==> src/hw/rtl/min_max_height_normalizer_macros.svh <==
// ----------------------------------------------------------------------------
// Min/max height normalizer assertion macros
// Concurrent assertion shorthands, clocked on clk and held off during reset.
// ----------------------------------------------------------------------------
`ifndef MIN_MAX_HEIGHT_NORMALIZER_MACROS_SVH
`define MIN_MAX_HEIGHT_NORMALIZER_MACROS_SVH

`ifndef NO_ASSERTIONS

// Same-cycle implication.
`define MMHN_ASSERT_IMPL(label, pre, post) \
  label: assert property (@(posedge clk) disable iff (!rst_n) (pre) |-> (post)) \
    else $error("mmhn assertion failed");

// Next-cycle implication.
`define MMHN_ASSERT_NEXT(label, pre, post) \
  label: assert property (@(posedge clk) disable iff (!rst_n) (pre) |=> (post)) \
    else $error("mmhn assertion failed");

`else

`define MMHN_ASSERT_IMPL(label, pre, post)
`define MMHN_ASSERT_NEXT(label, pre, post)

`endif

`endif

==> src/hw/rtl/mmhn_pkg.sv <==
// ----------------------------------------------------------------------------
// Min/max height normalizer package
// Widths, operation codes, control structs and the result saturation helper.
// ----------------------------------------------------------------------------
`default_nettype none

package mmhn_pkg;

  // Base widths.
  localparam int SAMPLE_W = 16;
  localparam int FRAC_W   = 16;
  localparam int RANGE_W  = 16;

  // Derived widths: normalized value, result, and pre-saturation sum.
  localparam int NORM_W = FRAC_W + 1;
  localparam int RES_W  = FRAC_W + 2;
  localparam int SUM_W  = FRAC_W + 3;

  // Iteration counts of the shared unit.
  localparam int DIV_STEPS = FRAC_W;
  localparam int MUL_STEPS = NORM_W;
  localparam int CNT_W     = $clog2(MUL_STEPS + 1);

  // Request kinds.
  localparam logic [1:0] KIND_MEASURE   = 2'd0;
  localparam logic [1:0] KIND_NORMALIZE = 2'd1;
  localparam logic [1:0] KIND_RECOVER   = 2'd2;

  // Operations of the shared unit.
  typedef enum logic {
    OP_DIV,
    OP_MUL
  } unit_op_t;

  typedef struct packed {
    logic     start;
    unit_op_t op;
  } unit_cmd_t;

  typedef struct packed {
    logic done;
    logic big;
  } unit_stat_t;

  // Saturation bounds of a result.
  localparam logic signed [SUM_W-1:0] SAT_LO = SUM_W'(-(2 ** (SAMPLE_W - 1)));
  localparam logic signed [SUM_W-1:0] SAT_HI = SUM_W'(2 ** FRAC_W);

  // Clamp a wide signed value into the result range.
  function automatic logic signed [RES_W-1:0] sat_result(logic signed [SUM_W-1:0] x);
    logic signed [SUM_W-1:0] y;
    y = x;
    if (x < SAT_LO) begin
      y = SAT_LO;
    end else if (x > SAT_HI) begin
      y = SAT_HI;
    end
    return RES_W'(y);
  endfunction

endpackage

`default_nettype wire

==> src/hw/rtl/mmhn_unit.sv <==
// ----------------------------------------------------------------------------
// Shared add/subtract unit
// One adder serves restoring division (one quotient bit a cycle) and
// shift-add multiplication (one multiplier bit a cycle) under a step counter.
// ----------------------------------------------------------------------------
`default_nettype none

module mmhn_unit (
  input  wire logic                          clk,
  input  wire logic                          rst_n,
  input  wire mmhn_pkg::unit_cmd_t           cmd,
  input  wire logic [mmhn_pkg::NORM_W-1:0]   opa,
  input  wire logic [mmhn_pkg::RANGE_W-1:0]  opb,
  output mmhn_pkg::unit_stat_t               stat,
  output logic      [mmhn_pkg::FRAC_W-1:0]   quo,
  output logic      [mmhn_pkg::NORM_W-1:0]   prod
);
  import mmhn_pkg::*;

  logic                busy_r, busy_nxt;
  logic                done_r, done_nxt;
  logic                big_r, big_nxt;
  unit_op_t            op_r, op_nxt;
  logic [CNT_W-1:0]    cnt_r, cnt_nxt;
  logic [NORM_W-1:0]   hi_r, hi_nxt;
  logic [NORM_W-1:0]   lo_r, lo_nxt;
  logic [NORM_W-1:0]   b_r, b_nxt;

  logic [NORM_W-1:0]   add_x;
  logic [NORM_W-1:0]   add_y;
  logic                add_sub;
  logic [NORM_W:0]     add_sum;
  logic [NORM_W-1:0]   div_x;

  // The shared adder; subtraction adds the inverted operand plus one.
  assign add_sum = {1'b0, add_x} + ({1'b0, add_y} ^ {(NORM_W + 1){add_sub}})
                   + {{NORM_W{1'b0}}, add_sub};

  // Remainder shifted left for the next quotient bit.
  assign div_x = {hi_r[NORM_W-2:0], 1'b0};

  always_comb begin
    add_x   = div_x;
    add_y   = b_r;
    add_sub = 1'b1;
    if (op_r == OP_MUL) begin
      add_x   = hi_r;
      add_y   = lo_r[0] ? b_r : '0;
      add_sub = 1'b0;
    end
  end

  // Step sequencer.
  always_comb begin
    busy_nxt = busy_r;
    done_nxt = 1'b0;
    big_nxt  = big_r;
    op_nxt   = op_r;
    cnt_nxt  = cnt_r;
    hi_nxt   = hi_r;
    lo_nxt   = lo_r;
    b_nxt    = b_r;
    if (cmd.start) begin
      busy_nxt = 1'b1;
      op_nxt   = cmd.op;
      b_nxt    = NORM_W'(opb);
      big_nxt  = (opa >= NORM_W'(opb));
      if (cmd.op == OP_DIV) begin
        cnt_nxt = CNT_W'(DIV_STEPS);
        hi_nxt  = opa;
        lo_nxt  = '0;
      end else begin
        cnt_nxt = CNT_W'(MUL_STEPS);
        hi_nxt  = '0;
        lo_nxt  = opa;
      end
    end else if (busy_r) begin
      cnt_nxt = cnt_r - CNT_W'(1);
      if (cnt_r == CNT_W'(1)) begin
        busy_nxt = 1'b0;
        done_nxt = 1'b1;
      end
      if (op_r == OP_DIV) begin
        // Keep the difference when it did not go negative.
        if (!add_sum[NORM_W]) begin
          hi_nxt = add_sum[NORM_W-1:0];
          lo_nxt = {lo_r[NORM_W-2:0], 1'b1};
        end else begin
          hi_nxt = div_x;
          lo_nxt = {lo_r[NORM_W-2:0], 1'b0};
        end
      end else begin
        // Add the multiplicand on a set bit, then shift the pair right.
        hi_nxt = add_sum[NORM_W:1];
        lo_nxt = {add_sum[0], lo_r[NORM_W-1:1]};
      end
    end
  end

  always_ff @(posedge clk) begin
    if (!rst_n) begin
      busy_r <= 1'b0;
      done_r <= 1'b0;
      cnt_r  <= '0;
    end else begin
      busy_r <= busy_nxt;
      done_r <= done_nxt;
      cnt_r  <= cnt_nxt;
    end
    big_r <= big_nxt;
    op_r  <= op_nxt;
    hi_r  <= hi_nxt;
    lo_r  <= lo_nxt;
    b_r   <= b_nxt;
  end

  // Quotient bits, and the product shifted down by the fraction width.
  assign stat.done = done_r;
  assign stat.big  = big_r;
  assign quo       = lo_r[FRAC_W-1:0];
  assign prod      = {hi_r[NORM_W-2:0], lo_r[NORM_W-1]};

endmodule

`default_nettype wire

==> src/hw/rtl/min_max_height_normalizer.sv <==
// ----------------------------------------------------------------------------
// Min/max height normalizer
// Measures the height range of a pass, then normalizes or recovers heights.
// ----------------------------------------------------------------------------
// Usage:
//   Requests enter on in_valid/in_stall and are taken when in_valid is high
//   and in_stall low. Kind 0 requests are samples of a measure pass, ignored
//   while the normalized mark is set; the one marked last yields one result
//   carrying lowest_out, span_out, is_flat and stats_valid. Kind 1 maps a
//   height to Q1.16, kind 2 maps a Q1.16 value back to a height; each yields
//   one result. Results leave on out_valid/out_stall. cfg_min_range is
//   written on cfg_valid/cfg_ready. A measure sample that is not last is
//   taken in S_IDLE and yields nothing. A last sample passes through S_STATS
//   and S_EMIT into the output register, a pass-through or a flat mapping
//   through S_EMIT alone. A normalize runs 16 divider steps of the shared
//   adder in S_BUSY before S_EMIT; a recover runs 17 multiplier steps there.
//   The next request is taken once the result has entered the output
//   register, so the block takes no new request while one is in progress.
//   A result waiting on out_stall holds its payload; the block may take one
//   further request and hold its result until the output register frees.
//   Reset (rst_n low at a clock edge) clears the range, the span, the
//   normalized mark, min_range and any pending result.
// ----------------------------------------------------------------------------
`default_nettype none

`include "min_max_height_normalizer_macros.svh"

module min_max_height_normalizer (
  input  wire logic                                 clk,
  input  wire logic                                 rst_n,
  input  wire logic                                 in_valid,
  output logic                                      in_stall,
  input  wire logic        [1:0]                    in_kind,
  input  wire logic signed [mmhn_pkg::SAMPLE_W-1:0] in_height_in,
  input  wire logic        [mmhn_pkg::NORM_W-1:0]   in_norm_in,
  input  wire logic                                 in_last,
  output logic                                      out_valid,
  input  wire logic                                 out_stall,
  output logic signed      [mmhn_pkg::RES_W-1:0]    out_result_value,
  output logic signed      [mmhn_pkg::SAMPLE_W-1:0] out_lowest_out,
  output logic             [mmhn_pkg::RANGE_W-1:0]  out_span_out,
  output logic                                      out_is_flat,
  output logic                                      out_stats_valid,
  input  wire logic                                 cfg_valid,
  output logic                                      cfg_ready,
  input  wire logic        [mmhn_pkg::RANGE_W-1:0]  cfg_min_range
);
  import mmhn_pkg::*;

  typedef enum logic [1:0] {
    S_IDLE,
    S_STATS,
    S_BUSY,
    S_EMIT
  } state_t;

  state_t                      state_r, state_nxt;
  logic signed [SAMPLE_W-1:0]  lowest_r, lowest_nxt;
  logic signed [SAMPLE_W-1:0]  highest_r, highest_nxt;
  logic        [RANGE_W-1:0]   span_r, span_nxt;
  logic                        flat_r, flat_nxt;
  logic                        norm_r, norm_nxt;
  logic                        started_r, started_nxt;
  logic        [RANGE_W-1:0]   min_range_r, min_range_nxt;
  logic signed [RES_W-1:0]     res_r, res_nxt;
  logic                        stat_r, stat_nxt;
  logic                        neg_r, neg_nxt;
  unit_op_t                    op_r, op_nxt;

  logic                        out_valid_r, out_valid_nxt;
  logic signed [RES_W-1:0]     out_res_r, out_res_nxt;
  logic signed [SAMPLE_W-1:0]  out_low_r, out_low_nxt;
  logic        [RANGE_W-1:0]   out_span_r, out_span_nxt;
  logic                        out_flat_r, out_flat_nxt;
  logic                        out_stats_r, out_stats_nxt;

  logic                        in_accept;
  logic                        out_take;
  logic signed [SUM_W-1:0]     h_s;
  logic signed [SUM_W-1:0]     low_s;
  logic signed [SUM_W-1:0]     v_s;
  logic signed [SUM_W-1:0]     diff_s;
  logic        [SUM_W-1:0]     diff_mag;
  logic signed [SUM_W-1:0]     span_diff;
  logic        [RANGE_W-1:0]   span16;
  logic signed [SUM_W-1:0]     q_s;

  unit_cmd_t                   ucmd;
  unit_stat_t                  ustat;
  logic        [NORM_W-1:0]    uopa;
  logic        [FRAC_W-1:0]    uquo;
  logic        [NORM_W-1:0]    uprod;

  mmhn_unit u_unit (
    .clk   (clk),
    .rst_n (rst_n),
    .cmd   (ucmd),
    .opa   (uopa),
    .opb   (span_r),
    .stat  (ustat),
    .quo   (uquo),
    .prod  (uprod)
  );

  // Handshakes.
  assign in_stall  = (state_r != S_IDLE);
  assign in_accept = in_valid && !in_stall;
  assign out_take  = out_valid_r && !out_stall;
  assign cfg_ready = 1'b1;

  // Operands widened for the signed result arithmetic.
  assign h_s       = SUM_W'(in_height_in);
  assign low_s     = SUM_W'(lowest_r);
  assign v_s       = $signed(SUM_W'(in_norm_in));
  assign diff_s    = h_s - low_s;
  assign diff_mag  = diff_s[SUM_W-1] ? SUM_W'(-diff_s) : SUM_W'(diff_s);
  assign span_diff = SUM_W'(highest_r) - low_s;
  assign span16    = span_diff[RANGE_W-1:0];

  // Signed quotient before clamping; a quotient at or above one clamps.
  assign q_s = ustat.big ? SAT_HI : $signed(SUM_W'(uquo));

  // Sequencer and state updates.
  always_comb begin
    state_nxt     = state_r;
    lowest_nxt    = lowest_r;
    highest_nxt   = highest_r;
    span_nxt      = span_r;
    flat_nxt      = flat_r;
    norm_nxt      = norm_r;
    started_nxt   = started_r;
    min_range_nxt = min_range_r;
    res_nxt       = res_r;
    stat_nxt      = stat_r;
    neg_nxt       = neg_r;
    op_nxt        = op_r;
    out_valid_nxt = out_valid_r;
    out_res_nxt   = out_res_r;
    out_low_nxt   = out_low_r;
    out_span_nxt  = out_span_r;
    out_flat_nxt  = out_flat_r;
    out_stats_nxt = out_stats_r;
    ucmd.start    = 1'b0;
    ucmd.op       = op_r;
    uopa          = '0;

    if (cfg_valid && cfg_ready) begin
      min_range_nxt = cfg_min_range;
    end

    if (out_take) begin
      out_valid_nxt = 1'b0;
    end

    unique case (state_r)
      S_IDLE: begin
        if (in_accept) begin
          unique case (in_kind)
            KIND_MEASURE: begin
              if (!norm_r) begin
                if (!started_r) begin
                  lowest_nxt  = in_height_in;
                  highest_nxt = in_height_in;
                  started_nxt = 1'b1;
                end else begin
                  if (in_height_in < lowest_r) begin
                    lowest_nxt = in_height_in;
                  end
                  if (in_height_in > highest_r) begin
                    highest_nxt = in_height_in;
                  end
                end
                if (in_last) begin
                  state_nxt = S_STATS;
                end
              end
            end
            KIND_NORMALIZE: begin
              stat_nxt = 1'b0;
              if (!norm_r) begin
                res_nxt   = sat_result(h_s);
                state_nxt = S_EMIT;
              end else if (span_r == '0) begin
                res_nxt   = sat_result(diff_s);
                state_nxt = S_EMIT;
              end else begin
                ucmd.start = 1'b1;
                ucmd.op    = OP_DIV;
                uopa       = NORM_W'(diff_mag[SAMPLE_W-1:0]);
                op_nxt     = OP_DIV;
                neg_nxt    = diff_s[SUM_W-1];
                state_nxt  = S_BUSY;
              end
            end
            KIND_RECOVER: begin
              stat_nxt = 1'b0;
              if (!norm_r) begin
                res_nxt   = sat_result(v_s);
                state_nxt = S_EMIT;
              end else begin
                if (span_r == '0) begin
                  res_nxt   = sat_result(v_s + low_s);
                  state_nxt = S_EMIT;
                end else begin
                  ucmd.start = 1'b1;
                  ucmd.op    = OP_MUL;
                  uopa       = in_norm_in;
                  op_nxt     = OP_MUL;
                  state_nxt  = S_BUSY;
                end
                // The end of a recover pass drops the normalized mark.
                if (in_last) begin
                  norm_nxt = 1'b0;
                end
              end
            end
            default: begin
            end
          endcase
        end
      end
      S_STATS: begin
        // Close the measure pass: span, flat test and the stats result.
        flat_nxt    = (span16 <= min_range_r);
        span_nxt    = (span16 <= min_range_r) ? '0 : span16;
        norm_nxt    = 1'b1;
        started_nxt = 1'b0;
        res_nxt     = '0;
        stat_nxt    = 1'b1;
        state_nxt   = S_EMIT;
      end
      S_BUSY: begin
        if (ustat.done) begin
          if (op_r == OP_DIV) begin
            res_nxt = sat_result(neg_r ? -q_s : q_s);
          end else begin
            res_nxt = sat_result(low_s + $signed(SUM_W'(uprod)));
          end
          state_nxt = S_EMIT;
        end
      end
      S_EMIT: begin
        // Move the result into the output register once it is free.
        if (!out_valid_r || !out_stall) begin
          out_valid_nxt = 1'b1;
          out_res_nxt   = res_r;
          out_low_nxt   = stat_r ? lowest_r : '0;
          out_span_nxt  = stat_r ? span_r : '0;
          out_flat_nxt  = stat_r && flat_r;
          out_stats_nxt = stat_r;
          state_nxt     = S_IDLE;
        end
      end
      default: begin
        state_nxt = S_IDLE;
      end
    endcase
  end

  always_ff @(posedge clk) begin
    if (!rst_n) begin
      state_r     <= S_IDLE;
      lowest_r    <= '0;
      highest_r   <= '0;
      span_r      <= '0;
      flat_r      <= 1'b0;
      norm_r      <= 1'b0;
      started_r   <= 1'b0;
      min_range_r <= '0;
      out_valid_r <= 1'b0;
    end else begin
      state_r     <= state_nxt;
      lowest_r    <= lowest_nxt;
      highest_r   <= highest_nxt;
      span_r      <= span_nxt;
      flat_r      <= flat_nxt;
      norm_r      <= norm_nxt;
      started_r   <= started_nxt;
      min_range_r <= min_range_nxt;
      out_valid_r <= out_valid_nxt;
    end
    res_r       <= res_nxt;
    stat_r      <= stat_nxt;
    neg_r       <= neg_nxt;
    op_r        <= op_nxt;
    out_res_r   <= out_res_nxt;
    out_low_r   <= out_low_nxt;
    out_span_r  <= out_span_nxt;
    out_flat_r  <= out_flat_nxt;
    out_stats_r <= out_stats_nxt;
  end

  assign out_valid        = out_valid_r;
  assign out_result_value = out_res_r;
  assign out_lowest_out   = out_low_r;
  assign out_span_out     = out_span_r;
  assign out_is_flat      = out_flat_r;
  assign out_stats_valid  = out_stats_r;

  // The shared unit finishes only while the sequencer waits for it.
  `MMHN_ASSERT_IMPL(a_done_in_busy, ustat.done, state_r == S_BUSY)
  // A last measure sample outside a normalized pass closes the pass next.
  `MMHN_ASSERT_NEXT(a_last_closes, in_accept && in_kind == KIND_MEASURE && in_last && !norm_r,
                    state_r == S_STATS)
  // A stats result carries a zero value, and a flat pass a zero span.
  `MMHN_ASSERT_IMPL(a_stats_zero, out_valid_r && out_stats_r,
                    out_res_r == '0 && (!out_flat_r || out_span_r == '0))
  // Mapping results carry no statistics.
  `MMHN_ASSERT_IMPL(a_map_no_stats, out_valid_r && !out_stats_r,
                    out_low_r == '0 && out_span_r == '0 && !out_flat_r)

endmodule

`default_nettype wire
==> config.mk <==
export PLATFORM = sky130hd
export DESIGN_NAME = min_max_height_normalizer
export DESIGN_NICKNAME = d
export VERILOG_FILES = /design/src/hw/rtl/mmhn_pkg.sv /design/src/hw/rtl/mmhn_unit.sv /design/src/hw/rtl/min_max_height_normalizer.sv
export VERILOG_INCLUDE_DIRS = /design/src /design/src/hw/rtl
export SDC_FILE = /design/constraint.sdc
export NUM_CORES = 1
export LEC_CHECK = 0
export ABC_AREA = 1
export BUFFER_PORTS_ARGS = -buffer_cell sky130_fd_sc_hd__buf_2
export CAP_MARGIN = 25
export CORE_MARGIN = 10
export CORE_UTILIZATION = 50
export CTS_BUF_LIST = sky130_fd_sc_hd__clkbuf_8
export CTS_CLUSTER_SIZE = 16
export DETAILED_ROUTE_END_ITERATION = 10
export PLACE_DENSITY = 0.68
export SYNTH_ARGS = -nofsm -noshare
export SYNTH_HDL_FRONTEND = slang
export SYNTH_HIERARCHICAL = 1
export SYNTH_SLANG_ARGS = --single-unit
==> constraint.sdc <==
create_clock -name clk -period 9.91 [get_ports clk]
set_input_delay 1.4865 -clock clk [delete_from_list [all_inputs] [get_ports clk]]
set_output_delay 1.4865 -clock clk [all_outputs]
set_load 0.01 [all_outputs]
==> results_dict.tcl <==
set metrics [dict create \
    holdCritStartpoint "res_r[1]$_DFFE_PP_" \
    io_buffer_count 110 \
    finalNonFillerCells 3049 \
    max_cap_viol_count 0 \
    worst_r2r_startpoint "lowest_r[15]$_SDFFE_PN0P_" \
    final_max_slew_viol_count 0 \
    nNetsFinal 2778 \
    grt_max_degree 77 \
    drcViolationCount 0 \
    path_delay_family "buffers and inverters" \
    ioPinCount 112 \
    grt_use_total_pct 26.6 \
    worst-endpoint-arrival_ps 5740 \
    synth.net_count 2714 \
    post_route_cells_drive_above_1_share_pct 9.30 \
    die_height_um 205 \
    core.rowCount 67 \
    synth-edff-count 125 \
    synth.avg_cell_area_um2 6.84 \
    cts-root-buf "clkbuf_8" \
    floorplan.initialDensity_pct 50.9 \
    synthCells 2508 \
    worstRegToRegCells 18 \
    post_drt_wl_per_cell_um 18.8 \
    crit_required_ps 10340 \
    crit_path_cell_trace "buf_2, inv_1, ha_1, inv_1, nor2_1, clkinv_1, nor2_1, inv_1, nor2_2, buf_4, clkinv_1, nor2_1, inv_1, o21ai_0" \
    holdPathEnd "out_result_value[1]$_DFFE_PP_" \
    p_per_area_nw_per_um2 181 \
    slew-limit-headroom_pct 26.7 \
    crit_path_start_kind "input pin" \
    antenna_cells_inserted 0 \
    drt_wl_total_um 57300 \
    holdPathStages 0 \
    numPlacedInstances 2981 \
    worst_slew_pin_slew_ps 1100 \
    yosys_synthesis_warning_count 6 \
    route.antenna.remaining_nets 0 \
    commonest_register_cell_after_synthesis "edfxtp_1" \
    synthesis.area_um2 17200 \
    post_synthesis_sequential_area_ratio_pct 30.9 \
    ctsResizeCount 0 \
    global_route_wire_length_before_repair_um 87600 \
    cts_tree "built" \
    drt_pass1_iterations 7 \
    clock_pin_slew_worst_setup_and_hold_paths_ps 80 \
    crit_slowest_cell "nor2_1" \
    worstPathBufferInverterCount 8 \
    final_hold_viol_count 0 \
    via_count_of_the_first_global_routing_pass 15900 \
    regToRegEndpoint "u_unit/big_r$_DFFE_PP_" \
    ctsHtreeMaxLevel 2 \
    rsz_0062_raised_after_global_routing "no" \
    ir_worst_vdd_v 0.000134 \
    ys_async_sr_fraction_pct 0 \
    critical-path-max-stage-delay_ps 1090 \
    min_period_over_period_pct 53.5 \
    worstHoldPathType "register to register" \
    cts_setup_buffers 0 \
    ff2ff_setup_slack_ps 5100 \
    core_region_area_um2 33700 \
    worstSetupPathType "input pin to register" \
    final.setup.worst_slack_ps 4600 \
    worst-path-max-fanout 40 \
    die_w_um 205 \
    result_of_the_run "complete, no violations" \
    clock-skew-final_ps 30.3 \
    antenna_found_initial 2 \
    drt_iter0_drc 1639 \
    total_vias_in_the_final_route 17000 \
    critPathCaptureType "register" \
    cts_hold_repair.buffers 0 \
    synth_seq_cells 202 \
    shortest_period_the_worst_path_allows_ps 5310 \
    power.static_leakage_nw 8.80 \
    commonest_non_fill_non_tap_cell_in_the_layout "nand2_1" \
    commonest_non_fill_non_tap_cells_in_the_layout "nand2_1 (716), inv_1 (311), a21oi_1 (249)" \
    totalNegativeSetupSlack_ps 0 \
    globalRoute.totalOverflow 0 \
    place_congestion 1.11 \
    worstSkewPairLatency_ps 610 \
    final_core_utilization_pct 55.1 \
    syn2layout_area_growth_pct 8.29 \
    vias_per_cell 5.59 \
    final-setup-viol-count 0 \
    cts.sinks 202 \
    synth_cell_type_count 58 \
    cts.path.max_buffers 3 \
    cp_common_cell "inv_1" \
    cts_buffers 37 \
    pre_cts_setup_slack_ps 4110 \
    area_of_the_die_um2 42100 \
    hpwl_um 45600 \
    clock.fmax_mhz 188 \
]
flip-flops by register name, summed over array words and instances, names as in the netlist, 2 cells and up:
register	count
span_r	16
u_unit/lo_r	17
out_span_out	16
highest_r	16
state_r	2
u_unit/cnt_r	5
u_unit/hi_r	17
out_result_value	18
res_r	18
min_range_r	16
out_lowest_out	16
u_unit/b_r	16
lowest_r	16
how the worst max path moves through the flow:
| stage | startpoint | to | slack (ps) | cells after the start |
|---|---|---|---|---|
| final | in_kind[1] | u_unit/hi_r[0]$_DFFE_PP_ | 4600 | 14 |
| after global placement | in_kind[0] | u_unit/hi_r[4]$_DFFE_PP_ | 4310 | 14 |
| after global routing | in_kind[1] | u_unit/hi_r[0]$_DFFE_PP_ | 4140 | 14 |
| after floorplan | in_kind[0] | u_unit/hi_r[0]$_DFFE_PP_ | 5350 | 10 |
| after CTS | in_kind[1] | u_unit/hi_r[0]$_DFFE_PP_ | 4730 | 14 |
| after detailed placement | in_kind[1] | u_unit/hi_r[0]$_DFFE_PP_ | 4110 | 14 |
layer usage:
layer  up-vias  GRT usage (%)  routed length, um
li1       8435              -                  -
met5         -              0                 26
met1      7840           34.3              24900
met3       115           5.27               4380
met2       647           42.8              25800
met4         4           10.9               2220
cell families (layout without fill, tap and decap cells):
family          count (synthesis)  after routing  share of synthesized area, %
flops                         202            202                          30.9
xor+xnor                       54             54                          2.84
compound gates                474            474                          14.9
simple gates                 1214           1214                          30.3
fa+ha+maj                     149            149                          11.1
buf+inv                       414            507                          10.0
other cells                     1              1                        0.0219
worst register-to-register path, stage by stage, from the launching register on:
cell	delay, ps
dfxtp_1	930
inv_1	420
ha_1	480
a21oi_1	170
o21ai_0	100
a21oi_1	180
nand2_1	70
nand2_1	50
nand2_1	220
inv_2	330
o21ai_0	180
nand3b_1	120
nand3_1	110
a21oi_1	310
ha_1	320
a21oi_1	150
o21ai_0	90
a211oi_1	210
nand4_1	120
where the power goes:
part | internal [mW] | switching (mW) | total (mW)
combinational | 0.446 | 0.956 | 1.40
sequential | 1.07 | 0.104 | 1.17
clock | 0.402 | 0.387 | 0.789
stage by stage:
step                hold slack [ps]  power, mW  instance area (um^2)
floorplan                       400       2.11                 17200
global placement                400       2.54                 17900
detailed placement              405       2.56                 17900
CTS                             416       3.36                 18600
global route                    429       3.58                 18600
finish                          407       3.36                 18600
cells in the mapped netlist (4+ instances only):
| master | number | area share (%) |
|---|---|---|
| xnor2_1 | 22 | 1.1 |
| nand3b_1 | 28 | 1.2 |
| nor2_2 | 7 | 0.26 |
| a31oi_1 | 17 | 0.62 |
| o21a_1 | 7 | 0.31 |
| edfxtp_1 | 125 | 22 |
| a21oi_1 | 250 | 7.3 |
| nand2_1 | 716 | 16 |
| nand4_1 | 30 | 1.1 |
| nand2_4 | 10 | 0.66 |
| dfxtp_1 | 77 | 9.0 |
| clkinv_1 | 5 | 0.11 |
| or2_2 | 8 | 0.29 |
| ha_1 | 144 | 11 |
| nor3_1 | 21 | 0.61 |
| o211ai_1 | 6 | 0.26 |
| buf_6 | 4 | 0.26 |
| nor2_1 | 184 | 4.0 |
| nor4_1 | 5 | 0.18 |
| nand2_2 | 16 | 0.58 |
| a21oi_2 | 4 | 0.20 |
| o21bai_1 | 8 | 0.35 |
| clkbuf_1 | 55 | 1.2 |
| fa_1 | 5 | 0.58 |
| inv_1 | 304 | 6.7 |
| xor2_1 | 30 | 1.5 |
| a21boi_0 | 5 | 0.22 |
| o21ai_0 | 148 | 4.3 |
| buf_4 | 24 | 1.1 |
| nand3_1 | 183 | 5.3 |
| a211oi_1 | 7 | 0.31 |
| o22ai_1 | 5 | 0.18 |
| buf_2 | 8 | 0.23 |
| inv_2 | 9 | 0.20 |
area by class of cell:
type / instances / area (um^2)
well taps: 448 / 561
multi-input cells: 1892 / 10200
inverters: 318 / 1190
flip-flops and latches: 202 / 5300
clock buffers: 39 / 537
clock inverters: 29 / 189
repair buffers: 121 / 633
fillers: 3373 / 15100
Note: power is estimated with default switching activity, not from simulation.
